**config.mk**
```make
export PLATFORM = sky130hd
export DESIGN_NAME = coefficient_zero_run_packer
export DESIGN_NICKNAME = d
export VERILOG_FILES = /design/src/rtl/core/czrp_pkg.sv /design/src/rtl/core/coefficient_zero_run_packer.sv
export SDC_FILE = /design/constraint.sdc
export NUM_CORES = 1
export LEC_CHECK = 0
export BUFFER_PORTS_ARGS = -buffer_cell sky130_fd_sc_hd__buf_4
export CORE_ASPECT_RATIO = 1.75
export CORE_MARGIN = 1
export CORE_UTILIZATION = 35
export CTS_BUF_LIST = sky130_fd_sc_hd__clkbuf_4 sky130_fd_sc_hd__clkbuf_8
export CTS_CLUSTER_SIZE = 16
export DETAILED_ROUTE_END_ITERATION = 10
export PLACE_DENSITY_LB_ADDON = 0.15
export REMOVE_ABC_BUFFERS = 1
export SYNTH_ARGS = -nofsm -noshare
export SYNTH_HDL_FRONTEND = slang
export SYNTH_SLANG_ARGS = --single-unit
export TNS_END_PERCENT = 50
```
**constraint.sdc**
```tcl
create_clock -name clock -period 12.13 [get_ports clock]
set_input_delay 2.426 -clock clock [delete_from_list [all_inputs] [get_ports clock]]
set_output_delay 2.426 -clock clock [all_outputs]
set_load 0.1 [all_outputs]
```
**src/rtl/core/czrp_pkg.sv**
```systemverilog
package czrp_pkg;

   localparam int PLANE_BYTES  = 64;
   localparam int BLOCK_BYTES  = 2 * PLANE_BYTES;
   localparam int POS_W        = $clog2(BLOCK_BYTES);
   localparam int GROUP_VALUES = 3;
   localparam int GROUP_BYTES  = GROUP_VALUES + 1;
   localparam int FRAME_BYTES  = 6;
   localparam int CNT_W        = $clog2(FRAME_BYTES + 1);
   localparam int RUN_LIMIT    = 63;
   localparam int WORD_BYTES   = 4;

   typedef logic [7:0]       byte_type;
   typedef logic [POS_W-1:0] pos_type;
   typedef logic [1:0]       vcnt_type;
   typedef logic [5:0]       zcnt_type;
   typedef logic [CNT_W-1:0] fcnt_type;

endpackage

```
**src/rtl/core/coefficient_zero_run_packer.sv**
```systemverilog
// Packs one block of signed coefficient bytes (64 luma, plus 64 chroma when
// the color bit is set) into zero-run groups: a header byte (value count * 64
// + zero count) followed by up to three raw values. Each accepted item goes
// through the dead zone and the group logic and lands in a registered result
// frame of 0 to 6 bytes, which the rsp channel drains one byte per cycle
// while rsp_ready is high. A new item enters only once the frame is empty or
// its last byte is being taken, so the single output byte port sets the rate.
// run_last marks the last byte of an item, block_last the final byte of the
// block. csr_write_data must be written only while idle; the block itself
// does not enforce it.
module coefficient_zero_run_packer
   import czrp_pkg::*;
(
   input  logic       clock,
   input  logic       reset,
   input  logic       csr_write_enable,
   input  logic       csr_write_data,
   input  logic       req_valid,
   output logic       req_ready,
   input  logic [7:0] req_coefficient,
   input  logic [6:0] req_loss,
   output logic       rsp_valid,
   input  logic       rsp_ready,
   output logic [7:0] rsp_data_byte,
   output logic       rsp_run_last,
   output logic       rsp_block_last
);

   logic     color_ff;
   logic     in_valid_ff;
   byte_type coef_ff;
   logic [6:0] loss_ff;

   pos_type  pos_ff, pos_in;
   logic     zp_ff, zp_in;
   vcnt_type vc_ff, vc_in;
   zcnt_type zc_ff, zc_in;
   byte_type buf_ff [GROUP_VALUES];
   byte_type buf_in [GROUP_VALUES];

   byte_type frm_ff [FRAME_BYTES];
   byte_type frm_in [FRAME_BYTES];
   fcnt_type cnt_ff, cnt_in;
   logic     blk_ff, blk_in;

   logic     advance;
   logic     rsp_take;

   assign rsp_valid      = cnt_ff != '0;
   assign rsp_take       = rsp_valid && rsp_ready;
   assign advance        = in_valid_ff && (cnt_ff == '0 || (cnt_ff == fcnt_type'(1) && rsp_ready));
   assign req_ready      = !in_valid_ff || advance;
   assign rsp_data_byte  = frm_ff[0];
   assign rsp_run_last   = cnt_ff == fcnt_type'(1);
   assign rsp_block_last = rsp_run_last && blk_ff;

   always_comb begin
      pos_type      plane;
      logic         chroma;
      logic         exempt;
      logic         last;
      logic [7:0]   thr;
      logic signed [9:0] v10;
      logic signed [9:0] t10;
      byte_type     b;
      logic         c1;
      logic [6:0]   run_sum;
      byte_type     grp_a [GROUP_BYTES];
      byte_type     grp_b [GROUP_BYTES];
      fcnt_type     a_len;
      fcnt_type     b_len;
      fcnt_type     slot;

      plane  = (pos_ff >= pos_type'(PLANE_BYTES)) ? pos_ff - pos_type'(PLANE_BYTES) : pos_ff;
      chroma = color_ff && (pos_ff >= pos_type'(PLANE_BYTES));
      exempt = plane == pos_type'(0) || plane == pos_type'(1) ||
               plane == pos_type'(8) || plane == pos_type'(9);
      if (color_ff) begin
         last = pos_ff >= pos_type'(BLOCK_BYTES - 1);
      end else begin
         last = pos_ff >= pos_type'(PLANE_BYTES - 1);
      end
      thr = chroma ? {loss_ff, 1'b0} : {1'b0, loss_ff};
      v10 = {{2{coef_ff[7]}}, coef_ff};
      t10 = {2'b00, thr};
      b   = coef_ff;
      if (loss_ff != '0 && !exempt && v10 <= t10 && v10 >= -t10) begin
         b = '0;
      end

      c1      = 1'b0;
      zp_in   = zp_ff;
      vc_in   = vc_ff;
      zc_in   = zc_ff;
      buf_in  = buf_ff;
      run_sum = {1'b0, zc_ff} + 7'(WORD_BYTES) - {5'b0, pos_ff[1:0]};

      if (pos_ff == '0) begin
         buf_in[0] = b;
         vc_in     = 2'd1;
         zc_in     = '0;
         zp_in     = 1'b0;
      end else if (b != '0) begin
         if (zp_ff || vc_ff == vcnt_type'(GROUP_VALUES)) begin
            c1        = 1'b1;
            buf_in[0] = b;
            vc_in     = 2'd1;
            zc_in     = '0;
            zp_in     = 1'b0;
         end else begin
            buf_in[vc_ff] = b;
            vc_in         = vc_ff + 2'd1;
            if (vc_ff == vcnt_type'(GROUP_VALUES - 1)) begin
               zp_in = 1'b1;
            end
         end
      end else begin
         if (!zp_ff) begin
            zp_in = 1'b1;
            zc_in = 6'd1;
         end else if (run_sum >= 7'(RUN_LIMIT)) begin
            c1    = 1'b1;
            zp_in = 1'b1;
            zc_in = 6'd1;
            vc_in = '0;
         end else begin
            zc_in = zc_ff + 6'd1;
         end
      end

      grp_a[0] = {vc_ff, zc_ff};
      grp_b[0] = {vc_in, zc_in};
      for (int i = 0; i < GROUP_VALUES; i++) begin
         grp_a[i+1] = buf_ff[i];
         grp_b[i+1] = buf_in[i];
      end
      a_len = c1 ? fcnt_type'(vc_ff) + fcnt_type'(1) : '0;
      b_len = last ? fcnt_type'(vc_in) + fcnt_type'(1) : '0;

      for (int i = 0; i < FRAME_BYTES; i++) begin
         slot = fcnt_type'(i) - a_len;
         if (fcnt_type'(i) < a_len) begin
            frm_in[i] = grp_a[i[1:0]];
         end else begin
            frm_in[i] = grp_b[slot[1:0]];
         end
      end
      cnt_in = a_len + b_len;
      blk_in = last;

      if (last) begin
         pos_in = '0;
         zp_in  = 1'b0;
         vc_in  = '0;
         zc_in  = '0;
      end else begin
         pos_in = pos_ff + pos_type'(1);
      end
   end

   always_ff @(posedge clock) begin
      if (reset) begin
         color_ff <= 1'b0;
      end else if (csr_write_enable) begin
         color_ff <= csr_write_data;
      end
   end

   always_ff @(posedge clock) begin
      if (reset) begin
         in_valid_ff <= 1'b0;
      end else if (req_ready) begin
         in_valid_ff <= req_valid;
      end
   end

   always_ff @(posedge clock) begin
      if (req_valid && req_ready) begin
         coef_ff <= req_coefficient;
         loss_ff <= req_loss;
      end
   end

   always_ff @(posedge clock) begin
      if (reset) begin
         pos_ff <= '0;
         zp_ff  <= 1'b0;
         vc_ff  <= '0;
         zc_ff  <= '0;
      end else if (advance) begin
         pos_ff <= pos_in;
         zp_ff  <= zp_in;
         vc_ff  <= vc_in;
         zc_ff  <= zc_in;
      end
   end

   always_ff @(posedge clock) begin
      if (advance) begin
         buf_ff <= buf_in;
      end
   end

   // load a new frame, else shift out the byte just taken
   always_ff @(posedge clock) begin
      if (reset) begin
         cnt_ff <= '0;
      end else if (advance) begin
         cnt_ff <= cnt_in;
      end else if (rsp_take) begin
         cnt_ff <= cnt_ff - fcnt_type'(1);
      end
   end

   always_ff @(posedge clock) begin
      if (advance) begin
         frm_ff <= frm_in;
         blk_ff <= blk_in;
      end else if (rsp_take) begin
         for (int i = 0; i < FRAME_BYTES - 1; i++) begin
            frm_ff[i] <= frm_ff[i+1];
         end
      end
   end

   a_cnt_range: assert property (@(posedge clock) disable iff (reset)
      cnt_ff <= fcnt_type'(FRAME_BYTES))
      else $error("result frame count out of range");

   a_full_group_zero_phase: assert property (@(posedge clock) disable iff (reset)
      vc_ff == vcnt_type'(GROUP_VALUES) |-> zp_ff)
      else $error("full group not in zero phase");

   a_zero_phase_run: assert property (@(posedge clock) disable iff (reset)
      zp_ff && vc_ff != vcnt_type'(GROUP_VALUES) |-> zc_ff != '0)
      else $error("zero phase entered without a zero");

   a_block_end_rewind: assert property (@(posedge clock) disable iff (reset)
      advance && blk_in |=> pos_ff == '0 && vc_ff == '0 && !zp_ff)
      else $error("state not rewound after block end");

endmodule

```
==> results of run 1 <==
[worst max-delay path, cell delays in order (launching register included)]
cell and delay, ns:
dfxtp_1 0.43, nand2_1 0.33, mux2i_1 0.34, ha_1 0.22, and3_1 0.20, nand3_1 0.11, xor2_1 0.19, ha_1 0.20
a21o_1 0.15, a2111oi_0 0.40, o221ai_1 0.32, a41oi_2 0.76, nor3_1 0.10, o21ai_0 0.42, inv_1 0.13, ha_1 0.29
and2_1 0.15, fa_1 0.41, xor2_1 0.19, xnor2_1 0.13, a21oi_1 0.15, nor2_1 0.05
[registers in the layout, summed over array words and instances (netlist names), 2 cells and up]
signal / cells
buf_ff: 24
vc_ff: 2
loss_ff: 7
rsp_data_byte: 8
zc_ff: 6
frm_ff: 40
pos_ff: 7
coef_ff: 8
cnt_ff: 3
[worst paths after layout]
kind / startpoint / endpoint / depth (start not counted)
max reg2reg: pos_ff[6] / cnt_ff[2] / 21
min: cnt_ff[1] / cnt_ff[1] / 2
max: pos_ff[6] / cnt_ff[2] / 21
min reg2reg: cnt_ff[1] / cnt_ff[1] / 2
[kinds of logic after synthesis]
logic type | after synthesis | synth area share
AND/OR/NAND/NOR | 221 | 0.154
AO/OA/AOI/OAI | 187 | 0.187
flip-flops | 109 | 0.439
buffers and inverters | 81 | 0.0572
multiplexers | 46 | 0.0685
adder cells (fa/ha/maj) | 42 | 0.0775
XOR/XNOR | 14 | 0.0176
[power breakdown]
part           switching (mW)  leakage [nW]  internal (mW)
clock network           0.138        0.0878         0.0790
logic                   0.403          1.90          0.160
registers              0.0588          1.01          0.557
total                   0.600          2.99          0.797
[per-layer routing]
layer / track usage / routed length, um / vias to the layer above
met5: 0 / 0 / -
met2: 0.373 / 10700 / 184
met3: 0.0235 / 727 / 34
met1: 0.231 / 7720 / 2659
met4: 0.0910 / 640 / 0
li1: - / - / 2606
[final cells by class]
class                      count  area (um^2)
fill                        1955        12100
multi-input combinational    510         3530
sequential                   109         3060
tap                          245          307
timing repair buffer          35          263
inverter                      44          178
clock buffer                  10          131
clock inverter                 6         48.8
[cell usage in the layout, fill, tap and decap left out, types with 3 or more instances in the layout]
cell | synthesis | layout
o21ai_0 | 30 | 30
mux2_1 | 3 | 3
mux2_2 | 11 | 11
a21oi_1 | 40 | 40
a21o_1 | 8 | 8
o221ai_1 | 4 | 4
dfxtp_1 | 21 | 21
edfxtp_1 | 88 | 88
o21ai_1 | 12 | 12
xnor2_1 | 7 | 7
a22oi_1 | 11 | 11
a222oi_1 | 5 | 5
and3_1 | 7 | 7
nor2_1 | 71 | 71
nand2_1 | 61 | 60
o21a_1 | 7 | 7
a2bb2oi_1 | 4 | 4
nand3_1 | 13 | 13
nor2_2 | 4 | 4
clkbuf_8 | 0 | 9
ha_1 | 40 | 40
nand2b_1 | 8 | 8
and2_1 | 7 | 7
xor2_1 | 7 | 7
o22ai_1 | 12 | 12
nand4_1 | 8 | 8
nor3_1 | 11 | 11
or3_1 | 7 | 7
o31ai_1 | 3 | 3
mux2i_1 | 32 | 32
inv_1 | 41 | 41
buf_4 | 10 | 35
a2111oi_0 | 3 | 3
a221oi_1 | 8 | 8
a31oi_1 | 11 | 10
a211oi_1 | 5 | 5
==> impl_metrics.toml, run 1 <==
[sta]
final.setup.tns_ns = 0
fmax_ghz = 0.173
worst_slack_ns = 6.35
setup_viol = 0
slew_violations = 0
rsz0062_at_grt = "false"
period_share = 0.477
relSlewSlack = 0.148
tightest_slew_ns = 1.28
clock-skew-final_ns = 0.0191
whs_ns = 0.530
finalHoldViolations = 0
final.min_clock_period_ns = 5.78

[drt]
drt-wirelength-per-cell_um = 20.7
drt-total-wl_um = 19800
ant_nets = 0
via_per_inst = 5.72
drc_errors = 0
first_pass_iters = 6
drtIter0Drc = 555
via_count = 5483

[clock_network]
cts_setup_buffers = 0
holdBufCountCts = 0
htreeDepth = 3
cts.path.max_buffers = 2
tritoncts = "built"
clk_latency_ns = 0.40
cts_resized = 0
cts_sinks = 109
cts_made_buffers = 9
clkTransAtPathRegs_ns = 0.11
root_buffer = "clkbuf_8"

[outcome]
status = "complete, no violations"

[logic_synthesis]
yosys.area.top_type = "edfxtp_1"
avgSynthCellArea_um2 = 9.97
yosysMostFrequentCell = "edfxtp_1"
synth_edf_count = 88
syn_area_um2 = 6980
synth_top_area_share = 0.379
synth_cell_type_count = 79
syn_inst = 700
ys.flop_type = "edfxtp_1"
async_flop_share = 0
yosysWarnings = 0
synth_seq_area_share = 0.439
synth_area_leaders = "edfxtp_1, ha_1, dfxtp_1, mux2i_1, nor2_1"
netlist_top_cells_count = "edfxtp_1, nor2_1, nand2_1"
synth_seq_cells = 109

[finish]
area_delta_synth_final_pct = 7.77
n_antenna_cell = 0
stdcell_count = 959
post-route-util = 0.383
nets = 772
finalInstanceArea_um2 = 7520
drive_above_1_share = 0.129

[placed_design]
port_buffers = 32
place_ws_ns = 6.45
numPlacedInstances = 943
gp_congestion = 0.868
dp.final_hpwl_um = 14800
placed_area_um2 = 7340

[setup_path]
r2r_slack_ns = 6.35
critPathLaunchType = "flip-flop"
criticalPathCategory = "reg2reg"
cp_max_fo = 17
cp-end-kind = "flip-flop"
required_ns = 12.41
cp.arrival_ns = 6.07

[power_and_ir_drop]
leakage_nw = 2.99
power_density_nw_per_um2 = 186
finalPower_mw = 1.40
ir_worst_vdd_mv = 0.108

[global_routing]
gr-total-overflow = 0
grt_first_pass_wirelength_um = 31200
grt_usage = 0.204
antenna_found_initial = 0
grt_pass1_vias = 5553
grt_max_degree = 63

[run]
cap_viol_max_count = 0

[floorplanning]
rows = 68
num_io_pins = 33
core_um2 = 19700
chipHeight_um = 189
initial_core_util = 0.355
die_area_um2 = 20500
chipWidth_um = 109

[hold_path]
min_path_type = "reg2reg"
(Power assumes the default switching activity.)
==> run 2, diff against run 1 <==
==> constraint.sdc (replaced) <==
create_clock -name clock -period 4.7 [get_ports clock]
set_input_delay 0.94 -clock clock [delete_from_list [all_inputs] [get_ports clock]]
set_output_delay 0.94 -clock clock [all_outputs]
set_load 0.1 [all_outputs]
==> run 2 against run 1 <==
Effect of this change: maximum frequency up 30%; flip-flop and latch count unchanged; die area unchanged; worst setup slack worse by 6.1 ns; combinational power rose to 2.7 times the previous value; total power rose to 2.7 times the previous value; design area up 4.7%; final cell count up 3.6%; clock-buffer cell count down 1; first-iteration DRC count down 16%; highest routed layer unchanged.
==> impl_metrics.toml, run 2 (synthesis gave the netlist of run 1 again) <==
[drt]
ant_nets = 0
via_count = 5679
drc_errors = 0
drtIter0Drc = 464
first_pass_iters = 6
drt-total-wl_um = 20600
drt-wirelength-per-cell_um = 20.8
via_per_inst = 5.71

[sta]
clock-skew-final_ns = 0.0205
rsz0062_at_grt = "false"
fmax_ghz = 0.225
worst_slack_ns = 0.251
setup_viol = 0
finalHoldViolations = 0
period_share = 0.946
relSlewSlack = 0.185
final.min_clock_period_ns = 4.45
tightest_slew_ns = 1.21
slew_violations = 0
final.setup.tns_ns = 0

[setup_path]
crit_buf_inv = 3
cpLargestDelayFamily = "simple AND/OR/NAND/NOR gates"
cp.arrival_ns = 4.60
crit_chain = "buf_4, mux2i_2, ha_2, and3_4, nand3_1, xor2_1, ha_1, nand4_1, or2_0, o221ai_2, a41oi_2, buf_4, buf_4, o211a_2, nor2_4, mux2i_1, o21ai_0"
cp_slowest_cell = "nor2_4"
cpPeakStageDelay_ns = 0.52
cp_common_cell = "buf_4"
critPathLaunchType = "flip-flop"
cp_max_fo = 15
criticalPathCategory = "reg2reg"
cp-end-kind = "flip-flop"
required_ns = 4.85

[floorplanning]
chipWidth_um = 109
core_um2 = 19700
initial_core_util = 0.355
chipHeight_um = 189
die_area_um2 = 20500
rows = 68
num_io_pins = 33

[clock_network]
clkTransAtPathRegs_ns = 0.13
cts_made_buffers = 9
tritoncts = "built"
clk_latency_ns = 0.41
htreeDepth = 3
holdBufCountCts = 0
cts.path.max_buffers = 2
cts_sinks = 109
root_buffer = "clkbuf_8"

[finish]
area_delta_synth_final_pct = 12.9
fill_cells = 1927
reg.largest.list = "frm_ff: 40 flops, buf_ff: 24 flops"
nets = 807
drive_above_1_share = 0.178
final_common_cell = "edfxtp_1"
layout_common_cells = "edfxtp_1, nor2_1, buf_4"
largest_reg_flops = 40
n_antenna_cell = 0
top_register = "frm_ff"
post-route-util = 0.401

[outcome]
status = "complete, no violations"

[global_routing]
grt_pass1_vias = 5832
antenna_found_initial = 0
grt_max_degree = 46
grt_first_pass_wirelength_um = 32400
gr-total-overflow = 0
grt_usage = 0.212

[power_and_ir_drop]
finalPower_mw = 3.75
leakage_nw = 3.18
ir_worst_vdd_mv = 0.271
power_density_nw_per_um2 = 476

[run]
cap_viol_max_count = 0

[placed_design]
dp.final_hpwl_um = 15800
gp_congestion = 0.872
port_buffers = 32
place_ws_ns = -0.0887

[hold_path]
min_path_type = "reg2reg"
[run 2: final timing paths]
check,end,slack (ns),depth (start not counted),start
min,cnt_ff[1],0.51,2,cnt_ff[1]
max,frm_ff[33],0.25,17,loss_ff[1]
min reg2reg,cnt_ff[1],0.51,2,cnt_ff[1]
max reg2reg,frm_ff[33],0.25,17,loss_ff[1]
[run 2: stage by stage]
step                hold WS [ns]  area (um^2)  cells
floorplan                  0.467         6760    663
global placement           0.478         7600    977
detailed placement         0.505         7600    977
CTS                        0.518         7820    994
global route               0.538         7870    994
finish                     0.511         7870    994
[run 2: layer usage]
layer | vias to the layer above | routed length [um] | global-route usage
met3 | 63 | 863 | 0.0273
met4 | 0 | 1100 | 0.121
li1 | 2687 | - | -
met5 | - | 0 | 0
met1 | 2725 | 7640 | 0.227
met2 | 204 | 11000 | 0.388
[run 2: power breakdown]
part | internal, mW | total, mW | switching (mW)
sequential | 1.43 | 1.56 | 0.130
combinational | 0.467 | 1.54 | 1.08
clock | 0.260 | 0.639 | 0.378
total | 2.16 | 3.75 | 1.58
[run 2: worst register-to-register path: cells and delay by family (launching register included)]
family,cells,cell delay [ns]
and+or+nand+nor,5,1.22
AOI/OAI and AO/OA,4,0.87
buffers and inverters,3,0.57
adders and majority gates,2,0.51
muxes,2,0.46
DFF,1,0.41
xor gates and xnor gates,1,0.18
[run 2: cell type report]
type / instances / area [um^2] / share of cell area
multi-input combinational: 510 / 3580 / 0.454
sequential: 109 / 3060 / 0.389
timing repair buffer: 70 / 538 / 0.0683
tap: 245 / 307 / 0.0389
inverter: 44 / 178 / 0.0226
clock buffer: 9 / 124 / 0.0157
clock inverter: 7 / 87.6 / 0.0111
[run 2: repair_timing]
item	in CTS	in global routing
buffers inserted	1	0
pin swaps	1	8
setup endpoints to repair	2	47
hold endpoints to repair	0	0
gates resized for setup	1	10
cloned	0	0
